--- src/sv/u2u8_pkg.sv ---
// Shared constants, types and byte-building functions for the UTF-16 to UTF-8 encoder.
package u2u8_pkg;

	localparam logic [15:0] HI_FIRST     = 16'hD800;
	localparam logic [15:0] HI_LAST      = 16'hDBFF;
	localparam logic [15:0] LO_FIRST     = 16'hDC00;
	localparam logic [15:0] LO_LAST      = 16'hDFFF;
	localparam logic [15:0] ONE_BYTE_MAX = 16'h007F;
	localparam logic [15:0] TWO_BYTE_MAX = 16'h07FF;
	localparam logic [7:0]  LEAD2        = 8'hC0;
	localparam logic [7:0]  LEAD3        = 8'hE0;
	localparam logic [7:0]  LEAD4        = 8'hF0;
	localparam logic [7:0]  TRAIL        = 8'h80;
	localparam logic [20:0] PLANE1       = 21'h10000;

	// ASCII '%', and the offsets that map a nibble to "0123456789ABCDEF".
	localparam logic [7:0]  PERCENT_CHAR    = 8'h25;
	localparam logic [7:0]  HEX_DIGIT_BASE  = 8'h30;
	localparam logic [7:0]  HEX_LETTER_BASE = 8'h37;

	// Most UTF-8 bytes one code unit can cause.
	localparam int MAX_BYTES = 6;

	typedef logic [7:0] byte_t;

	typedef struct packed {
		logic [2:0][7:0] bytes;
		logic [1:0]      len;
	} unit_t;

	// Result of encoding one code unit: bytes in order from index 0.
	typedef struct packed {
		logic [MAX_BYTES-1:0][7:0] bytes;
		logic [2:0]                count;
		logic [15:0]               next_pending;
	} enc_t;

	function automatic byte_t hex_char(input logic [3:0] d);
		byte_t c;
		if (d < 4'd10) begin
			c = HEX_DIGIT_BASE + {4'h0, d};
		end else begin
			c = HEX_LETTER_BASE + {4'h0, d};
		end
		return c;
	endfunction

	function automatic logic [2:0][7:0] put_three(input logic [15:0] x);
		logic [2:0][7:0] t;
		t[0] = LEAD3 | {4'h0, x[15:12]};
		t[1] = TRAIL | {2'b00, x[11:6]};
		t[2] = TRAIL | {2'b00, x[5:0]};
		return t;
	endfunction

	function automatic unit_t put_unit(input logic [15:0] u);
		unit_t r;
		r = '0;
		if (u <= ONE_BYTE_MAX) begin
			r.bytes[0] = u[7:0];
			r.len      = 2'd1;
		end else if (u <= TWO_BYTE_MAX) begin
			r.bytes[0] = LEAD2 | {3'b000, u[10:6]};
			r.bytes[1] = TRAIL | {2'b00, u[5:0]};
			r.len      = 2'd2;
		end else begin
			r.bytes = put_three(u);
			r.len   = 2'd3;
		end
		return r;
	endfunction

	function automatic logic [3:0][7:0] put_pair(input logic [15:0] hi, input logic [15:0] lo);
		logic [20:0]     cp;
		logic [3:0][7:0] p;
		cp   = {1'b0, hi[9:0], lo[9:0]} + PLANE1;
		p[0] = LEAD4 | {5'b00000, cp[20:18]};
		p[1] = TRAIL | {2'b00, cp[17:12]};
		p[2] = TRAIL | {2'b00, cp[11:6]};
		p[3] = TRAIL | {2'b00, cp[5:0]};
		return p;
	endfunction

endpackage

--- src/sv/u2u8_encode.sv ---
// Turns one UTF-16 code unit and the held high surrogate into up to six UTF-8 bytes.
module u2u8_encode (
	input  logic [15:0]     code_unit,
	input  logic            end_of_string,
	input  logic [15:0]     pending,
	output u2u8_pkg::enc_t  enc
);

	logic           is_hi;
	logic           is_lo;
	logic           held;
	u2u8_pkg::unit_t unit;

	assign is_hi = (code_unit >= u2u8_pkg::HI_FIRST) && (code_unit <= u2u8_pkg::HI_LAST);
	assign is_lo = (code_unit >= u2u8_pkg::LO_FIRST) && (code_unit <= u2u8_pkg::LO_LAST);
	assign held  = (pending != 16'h0000);
	assign unit  = u2u8_pkg::put_unit(code_unit);

	always_comb begin
		enc = '0;
		priority if (is_hi) begin
			// The old surrogate, if any, goes out first; the new one is flushed
			// right behind it when the string ends here.
			enc.bytes[2:0] = held ? u2u8_pkg::put_three(pending)
			                      : u2u8_pkg::put_three(code_unit);
			enc.bytes[5:3] = u2u8_pkg::put_three(code_unit);
			if (held && end_of_string) begin
				enc.count = 3'd6;
			end else if (held || end_of_string) begin
				enc.count = 3'd3;
			end else begin
				enc.count = 3'd0;
			end
			enc.next_pending = end_of_string ? 16'h0000 : code_unit;
		end else if (held && is_lo) begin
			enc.bytes[3:0] = u2u8_pkg::put_pair(pending, code_unit);
			enc.count      = 3'd4;
		end else if (held) begin
			enc.bytes[2:0] = u2u8_pkg::put_three(pending);
			enc.bytes[5:3] = unit.bytes;
			enc.count      = 3'd3 + {1'b0, unit.len};
		end else begin
			enc.bytes[2:0] = unit.bytes;
			enc.count      = {1'b0, unit.len};
		end
	end

endmodule

--- src/sv/utf16_to_utf8_percent_encoder.sv ---
// Top level of the UTF-16 to UTF-8 encoder with optional percent escaping.
//
// Each input word is one UTF-16 code unit plus an end-of-string flag; each output
// word is one character, with last_of_run marking the final character caused by
// one input word. A high surrogate is held until the next unit: a low surrogate
// completes a 4-byte sequence, anything else (or the end of the string) sends the
// held surrogate out alone as 3 bytes. With escape_mode set (the reset value),
// every UTF-8 byte leaves as '%' and two upper-case hex digits, else as a raw byte.
// Flow: the output channel carries one character per cycle while out_stall is low;
// an input word causes between 0 and 6 bytes, each sent as three characters in
// escape mode and as one in raw mode. A word that causes no character (a held high
// surrogate) leaves the serializer empty and does not hold up the next word. The
// next word is taken in the same cycle that the last character of the current one
// moves into the output register, so the character serializer, not the encoder,
// sets the rate. The user must write escape_mode only while the block is idle; the
// block itself does not enforce this.
module utf16_to_utf8_percent_encoder (
	input  logic        clk,
	input  logic        arst_n,

	input  logic        cfg_wr_en,
	input  logic        cfg_wr_data,

	input  logic        in_valid,
	output logic        in_stall,
	input  logic [15:0] code_unit,
	input  logic        end_of_string,

	output logic        out_valid,
	input  logic        out_stall,
	output logic [7:0]  out_char,
	output logic        last_of_run
);

	// Position inside one escaped byte: '%', high nibble, low nibble.
	localparam logic [1:0] PH_PCT = 2'd0;
	localparam logic [1:0] PH_HI  = 2'd1;
	localparam logic [1:0] PH_LO  = 2'd2;

	logic                                escape_q;
	logic [15:0]                         pending_q;
	logic [u2u8_pkg::MAX_BYTES-1:0][7:0] buf_q;
	logic [2:0]                          cnt_q;
	logic [1:0]                          phase_q;
	logic                                out_valid_q;
	logic [7:0]                          out_char_q;
	logic                                last_q;

	u2u8_pkg::enc_t enc;
	logic           accept;
	logic           out_free;
	logic           emit;
	logic           byte_done;
	logic           last_char;
	logic [7:0]     cur_char;

	u2u8_encode u_encode (
		.code_unit     (code_unit),
		.end_of_string (end_of_string),
		.pending       (pending_q),
		.enc           (enc)
	);

	// The output register frees up when it is empty or its word leaves now.
	assign out_free  = !out_valid_q || !out_stall;
	// The serializer holds bytes still to be sent while cnt_q is nonzero.
	assign emit      = (cnt_q != 3'd0) && out_free;
	assign byte_done = !escape_q || (phase_q == PH_LO);
	assign last_char = byte_done && (cnt_q == 3'd1);

	// A new word is taken when the serializer is empty or is handing over its
	// final character in this very cycle.
	assign in_stall  = (cnt_q != 3'd0) && !(out_free && last_char);
	assign accept    = in_valid && !in_stall;

	always_comb begin
		cur_char = buf_q[0];
		if (escape_q) begin
			unique case (phase_q)
				PH_PCT:  cur_char = u2u8_pkg::PERCENT_CHAR;
				PH_HI:   cur_char = u2u8_pkg::hex_char(buf_q[0][7:4]);
				PH_LO:   cur_char = u2u8_pkg::hex_char(buf_q[0][3:0]);
				default: cur_char = u2u8_pkg::PERCENT_CHAR;
			endcase
		end
	end

	always_ff @(posedge clk or negedge arst_n) begin
		if (!arst_n) begin
			escape_q <= 1'b1;
		end else if (cfg_wr_en) begin
			escape_q <= cfg_wr_data;
		end
	end

	// Surrogate hold and serializer control.
	always_ff @(posedge clk or negedge arst_n) begin
		if (!arst_n) begin
			pending_q <= 16'h0000;
			cnt_q     <= 3'd0;
			phase_q   <= PH_PCT;
		end else if (accept) begin
			pending_q <= enc.next_pending;
			cnt_q     <= enc.count;
			phase_q   <= PH_PCT;
		end else if (emit) begin
			if (byte_done) begin
				cnt_q   <= cnt_q - 3'd1;
				phase_q <= PH_PCT;
			end else begin
				phase_q <= phase_q + 2'd1;
			end
		end
	end

	// Byte buffer: the byte being sent always sits at index 0.
	always_ff @(posedge clk) begin
		if (accept) begin
			buf_q <= enc.bytes;
		end else if (emit && byte_done) begin
			buf_q <= {8'h00, buf_q[u2u8_pkg::MAX_BYTES-1:1]};
		end
	end

	always_ff @(posedge clk or negedge arst_n) begin
		if (!arst_n) begin
			out_valid_q <= 1'b0;
		end else if (out_free) begin
			out_valid_q <= emit;
		end
	end

	always_ff @(posedge clk) begin
		if (emit) begin
			out_char_q <= cur_char;
			last_q     <= last_char;
		end
	end

	assign out_valid   = out_valid_q;
	assign out_char    = out_char_q;
	assign last_of_run = last_q;

`ifndef SYNTH
	a_cnt_range: assert property (@(posedge clk) disable iff (!arst_n)
		cnt_q <= 3'd6)
		else $error("byte count beyond six");

	a_pending_high: assert property (@(posedge clk) disable iff (!arst_n)
		(pending_q == 16'h0000) ||
		((pending_q >= u2u8_pkg::HI_FIRST) && (pending_q <= u2u8_pkg::HI_LAST)))
		else $error("held unit is not a high surrogate");

	a_drain_empty: assert property (@(posedge clk) disable iff (!arst_n)
		(emit && last_char && !accept) |=> (cnt_q == 3'd0))
		else $error("serializer not empty after final character");

	a_raw_phase: assert property (@(posedge clk) disable iff (!arst_n)
		!escape_q |-> (phase_q == PH_PCT))
		else $error("escape phase advanced in raw mode");
`endif

endmodule
--- config.mk ---
export PLATFORM = sky130hd
export DESIGN_NAME = utf16_to_utf8_percent_encoder
export DESIGN_NICKNAME = d
export VERILOG_FILES = /design/src/sv/u2u8_pkg.sv /design/src/sv/u2u8_encode.sv /design/src/sv/utf16_to_utf8_percent_encoder.sv
export SDC_FILE = /design/constraint.sdc
export NUM_CORES = 1
export LEC_CHECK = 0
export ABC_AREA = 0
export BUFFER_PORTS_ARGS = -buffer_cell sky130_fd_sc_hd__buf_4
export CELL_PAD_IN_SITES_DETAIL_PLACEMENT = 0
export CELL_PAD_IN_SITES_GLOBAL_PLACEMENT = 1
export CORE_MARGIN = 4
export CORE_UTILIZATION = 48
export CTS_CLUSTER_SIZE = 16
export DETAILED_ROUTE_END_ITERATION = 8
export HOLD_SLACK_MARGIN = 0.06
export PLACE_DENSITY_LB_ADDON = 0.25
export SYNTH_ARGS = -nofsm -noshare
export SYNTH_HDL_FRONTEND = slang
export SYNTH_SLANG_ARGS = --single-unit
--- constraint.sdc ---
create_clock -name clk -period 4.6 [get_ports clk]
set_input_delay 0.69 -clock clk [delete_from_list [all_inputs] [get_ports clk]]
set_output_delay 0.69 -clock clk [all_outputs]
set_load 0.03 [all_outputs]
; Yosys cells after proc, flatten, opt, wreduce, memory -nomap -nowiden
; Cells that the tools add are included.
; Widths: inputs -> output; s select.
[totals]
regBits = 80
in_bits = 23
out_inout_bits = 11
elab_cells = 83
[classes]
add_sub_neg = 8
n_lt_le_gt_ge = 8
eq_ne = 3
mux = 27
reduce_logical = 24
[ops]
columns = cell, n
row1 = $mux 48, 2
row2 = $mux 16, 5
row3 = $mux 51, 1
row4 = $mux 35, 1
row5 = $ge 16x16->1 const B, 2
row6 = $le 16x16->1 const B, 2
row7 = $add 6x4->7 const A, 4
row8 = $mux 27, 1
row9 = $mux 24, 1
row10 = $mux 22, 1
row11 = $add 20x17->21 const B, 1
row12 = $mux 18, 1
row13 = $le 16x11->1 const B, 1
row14 = $le 16x7->1 const B, 1
row15 = $mux 8, 2
row16 = $reduce_bool 16->1, 1
row17 = $mux 7, 2
row18 = $pmux 7 s2, 1
row19 = $mux 3, 4
row20 = $logic_and 1x1->1, 10
row21 = $mux 10, 1
row22 = $lt 4x4->1 const B, 2
row23 = $mux 2, 4
row24 = $reduce_bool 2->1, 3
row25 = 10 further kinds, 16

; Longest topological paths before layout
[logic_depth]
word_depth = 10
ltp_mapped = 10
mapped_depth_nobuf = 9

; Cells and area by module
; A second synthesis with hierarchy kept.
[unflattened]
cells_unflattened = 430
hier_area_um2 = 4943.5
[modules_own_cells]
columns = mod, instances, cells_each, area_per_inst_um2
row1 = utf16_to_utf8_percent_encoder, 1, 239, 3686.0
row2 = u2u8_encode, 1, 191, 1257.5

; Worst setup path after synthesis
; OpenSTA, ideal clock, no wires.
[synth_path]
kind = register to register
from = reg cnt_q[0]
to = reg cnt_q[0]
arrival_time_ns = 3.943
t_required_ns = 4.523
setup_slack_ns = 0.579
stages_incl_launch_ff = 9
period_less_slack_ns = 4.021
cell_sequence = dfrtp_1 > inv_1 > ha_1 > nor2b_1 > clkbuf_1 > o31ai_2 > o32ai_1 > a31o_2 > a21oi_1
[synth_between]
elab_chain_cells = 9
elab_cells_between_ends = 16
[synth_rtl]
columns = element, line_no
row1 = "start, declared", utf16_to_utf8_percent_encoder.sv:43  ; logic [2:0] cnt_q;
row2 = "start signal, assigned", utf16_to_utf8_percent_encoder.sv:104  ; cnt_q <= enc.count;
row3 = "start signal, assigned", utf16_to_utf8_percent_encoder.sv:108  ; cnt_q <= cnt_q - 3'd1;
row4 = $eq 3x1->1, utf16_to_utf8_percent_encoder.sv:69  ; assign last_char = byte_done && (cnt_q == 3'd1);
row5 = $logic_and 1x1->1, utf16_to_utf8_percent_encoder.sv:69
row6 = $logic_and 1x1->1, utf16_to_utf8_percent_encoder.sv:73  ; assign in_stall = (cnt_q != 3'd0) && !(out_free && last_char);
row7 = $logic_not 1->1, utf16_to_utf8_percent_encoder.sv:73
row8 = $logic_and 1x1->1, utf16_to_utf8_percent_encoder.sv:73
row9 = $logic_not 1->1, utf16_to_utf8_percent_encoder.sv:74  ; assign accept = in_valid && !in_stall;
row10 = $logic_and 1x1->1, utf16_to_utf8_percent_encoder.sv:74
row11 = $reduce_bool 2->1 (no source line), --
row12 = $reduce_and 2->1 (no source line), --
; Parallel ways exist; a longest one is shown, timed or not. The select of a mux whose other input is x is not followed.
; A chain may end at the register's enable or synchronous reset.

; Worst setup path in the final report
[layout_path]
from = reg pending_q[6]
to = reg cnt_q[0]
[layout_between]
elab_chain_cells = 6
elab_cells_between_ends = 10
[layout_rtl]
columns = element, line_no
row1 = "start, declared", utf16_to_utf8_percent_encoder.sv:41  ; logic [15:0] pending_q;
row2 = "start signal, assigned", utf16_to_utf8_percent_encoder.sv:103  ; pending_q <= enc.next_pending;
row3 = $reduce_bool 16->1 *, u2u8_encode.sv:16  ; assign held = (pending != 16'h0000);
row4 = $logic_or 1x1->1, u2u8_encode.sv:29  ; end else if (held || end_of_string) begin
row5 = $mux 2, u2u8_encode.sv:29
row6 = $mux 3, u2u8_encode.sv:27  ; if (held && end_of_string) begin
row7 = $mux 51 *, u2u8_encode.sv:21  ; priority if (is_hi) begin
row8 = $mux 3 *, utf16_to_utf8_percent_encoder.sv:102  ; end else if (accept) begin
; Mark *: on every way between the ends. The rest lies on a longest branch, timed or not.

==> results.cfg <==
[timing]
report.final.hold_viol_count = 0
setup_viol = 0
fmax_mhz = 319
period_minus_slack_ns = 3.13
finClkSkew_ns = 0.0134
tightest_slew_ns = 0.900
slew_viol_final = 0
slew_headroom = 0.400
whs_ns = 0.228
tns_ns = 0
rsz0062_at_grt = false
setup_slack_ns = 1.47
timing.final.crit_share = 0.680

[route]
wire_per_inst_um = 20.2
first_iter_violations = 350
drt-pass1-iter-count = 5
vias_per_cell = 6.30
detail_route.wirelength_mm = 11.3
drc_errors = 0
num_vias = 3529
ant_nets = 0

[layout]
fill_cells = 804
antennaDiodeCount = 0
nets = 481
area_delta_synth_final_pct = 9.49
register_area_um2 = 2230
multi_input_area_um2 = 2010
drive_gt1_frac = 0.170

[cts]
root_buffer = clkbuf_8
htree_levels = 3
cts_tree = done
post_cts_buffers = 0
numCtsBuffers = 9
clock-sinks = 78
cts.path.max_buffers = 2
cts_resized = 0
insertion_delay_ns = 0.36
clk_pin_slew_worst_paths_ns = 0.08
cts_hold_buffers = 0

[grt]
grt_busiest_layer = met2
grt_util_met2 = 0.325
grt_use_met3 = 0.0341
use_met1 = 0.318
first_global_vias = 3469
overflow = 0
antenna_found_initial = 0
track_usage = 0.217
grt_pass1_wl_mm = 18.8
grt_max_degree = 37

[setup_path]
critPathCaptureType = flop
cp_common_cell = ha_1
cp.arrival_ns = 3.34
cp_slowest_cell = nand4_2
startpoint_type = flop
reg2reg_depth = 9
cp.required_ns = 4.81
cp.depth = 9
path_delay_family = simple AND/OR/NAND/NOR gates
cp_num_buf_inv = 2
cp_max_fo = 24
timing_worst_setup_path_type = reg2reg
crit_chain = inv_1, ha_1, nor4b_1, nand4_2, clkinv_2, ha_1, o32ai_1, a31o_2, a21oi_1
max_stage_delay_ns = 0.68

[die]
die_h_um = 104
fp.dieArea_um2 = 10900
initial_core_util = 0.503
rows = 34
core-area_um2 = 8890
io_pins = 34
die_w_um = 104

[synth]
ys_seq_area_frac = 0.499
synth_xor_area_frac = 0.00980
syn_area_per_cell_um2 = 10.5
yosysWarningCount = 0
synthesis.area_um2 = 4470
synth-edff-count = 55
netlist_instances = 425
synthMuxAreaShare = 0.0218
yosys_most_used_dff = edfxtp_1
async_flop_share = 0.295
synth_compound_area_frac = 0.217
synth_top_area_frac = 0.370
synth_fa_ha_area_frac = 0.0308
synth_area_leaders = edfxtp_1 (37%), dfrtp_1 (12%), a21oi_1 (4.1%), nand2_1 (3.6%), ha_1 (3.1%)
synth-simple-area-share = 0.165
syn-num-nets = 459
synth_cell_types = 74
synth_area_leader_cell = edfxtp_1
synth_top_family_by_area = compound AO/OA/AOI/OAI gates
ys_ff_latch = 78

[placement]
io_buffer_count = 33
dp_slack_ns = 1.52
gp_congestion = 0.935
hpwl_mm = 7.99

[flow_run]
drv_cap = 0

[status]
outcome = finished clean

[power_and_ir_drop]
p_per_area_nw_per_um2 = 545
p_total_uw = 2670
ir_worst_vdd_mv = 0.252
p_leak_uw = 0.00194

[hold_path]
hold_path.class = in2async
[state kept, by name, indices dropped and copies added, names as in the netlist]
| register | flops |
|---|---|
| cnt_q | 3 |
| out_char | 8 |
| escape_q | 1 |
| out_valid | 1 |
| pending_q | 16 |
| phase_q | 2 |
| last_of_run | 1 |
| buf_q | 46 |
[layout by cell type (no fill, tap or decap), types with 3 or more instances in the layout]
| cell type | n |
|---|---|
| ha_1 | 11 |
| o21a_1 | 6 |
| and2_1 | 13 |
| nand4_1 | 3 |
| a21oi_1 | 37 |
| dfrtp_1 | 22 |
| nor2b_1 | 4 |
| a22o_1 | 9 |
| a221oi_1 | 3 |
| clkbuf_8 | 10 |
| a31o_2 | 3 |
| o211ai_1 | 3 |
| a21o_1 | 5 |
| a221o_1 | 4 |
| o21ai_0 | 21 |
| a211oi_1 | 5 |
| nor3_1 | 3 |
| xnor2_1 | 4 |
| o31ai_1 | 5 |
| mux2i_1 | 6 |
| nor2_1 | 35 |
| nand2_1 | 43 |
| buf_4 | 37 |
| o22ai_1 | 7 |
| a31oi_1 | 6 |
| or3_1 | 5 |
| inv_1 | 19 |
| nand3_1 | 6 |
| edfxtp_1 | 55 |
[final cells by class]
| cell class | instances | area share |
|---|---|---|
| Clock buffer | 12 | 0.0297 |
| Clock inverter | 4 | 0.00486 |
| Multi-Input combinational cell | 301 | 0.410 |
| Timing Repair Buffer | 37 | 0.0568 |
| Inverter | 20 | 0.0156 |
| Sequential cell | 78 | 0.455 |
| Tap cell | 108 | 0.0276 |
[through the flow]
stage                     cell area, um^2   util  cells
after CTS                            4890  0.550    560
after floorplan                      4470      -    425
after global routing                 4890  0.550    560
after detailed placement             4720  0.531    544
final                                4890  0.550    560
after global placement               4720  0.531    544
[synthesized netlist by cell type (3+ instances only)]
library cell / instances
o31ai_1: 5
inv_1: 19
a221oi_1: 3
o21a_1: 6
edfxtp_1: 55
nor2_1: 35
nand4_1: 3
nand2_1: 43
dfrtp_1: 22
xnor2_1: 4
ha_1: 11
a31o_2: 3
or3_1: 5
and2_1: 13
mux2i_1: 6
buf_2: 13
a221o_1: 4
o21ai_0: 21
a211oi_1: 5
o22ai_1: 7
clkbuf_1: 4
nor3_1: 3
a21o_1: 5
nor2b_1: 4
a21oi_1: 37
a31oi_1: 6
o211ai_1: 3
nand3_1: 6
a22o_1: 9
buf_6: 8
[cell families (layout without fill, tap and decap cells)]
group           Yosys count  after routing
mux                       9              9
compound gates          142            142
fa+ha+maj                11             11
flops                    78             78
simple gates            134            134
xor+xnor                  5              5
buf+inv                  46             73
[power breakdown]
part | switching [uW] | internal, uW
logic | 686 | 394
clock network | 256 | 209
registers | 95.7 | 1030
total | 1040 | 1630
[final timing paths]
check / start / slack (ns) / to
max: pending_q[6]$_DFFE_PN0P_ / 1.47 / cnt_q[0]$_DFFE_PN0P_
min: arst_n / 0.23 / pending_q[10]$_DFFE_PN0P_
max reg2reg: pending_q[6]$_DFFE_PN0P_ / 1.47 / cnt_q[0]$_DFFE_PN0P_
min reg2reg: phase_q[0]$_DFFE_PN0P_ / 0.52 / phase_q[0]$_DFFE_PN0P_
max in group asynchronous: arst_n / 4.08 / escape_q$_DFFE_PN1P_
min in group clk: phase_q[0]$_DFFE_PN0P_ / 0.52 / phase_q[0]$_DFFE_PN0P_
[metal layers]
layer	up-vias	share of wire
li1	1633	-
met1	1703	0.45
met2	174	0.46
met3	19	0.077
met4	0	0.019
met5	-	0
No activity file was read; power rests on OpenSTA's default activity.
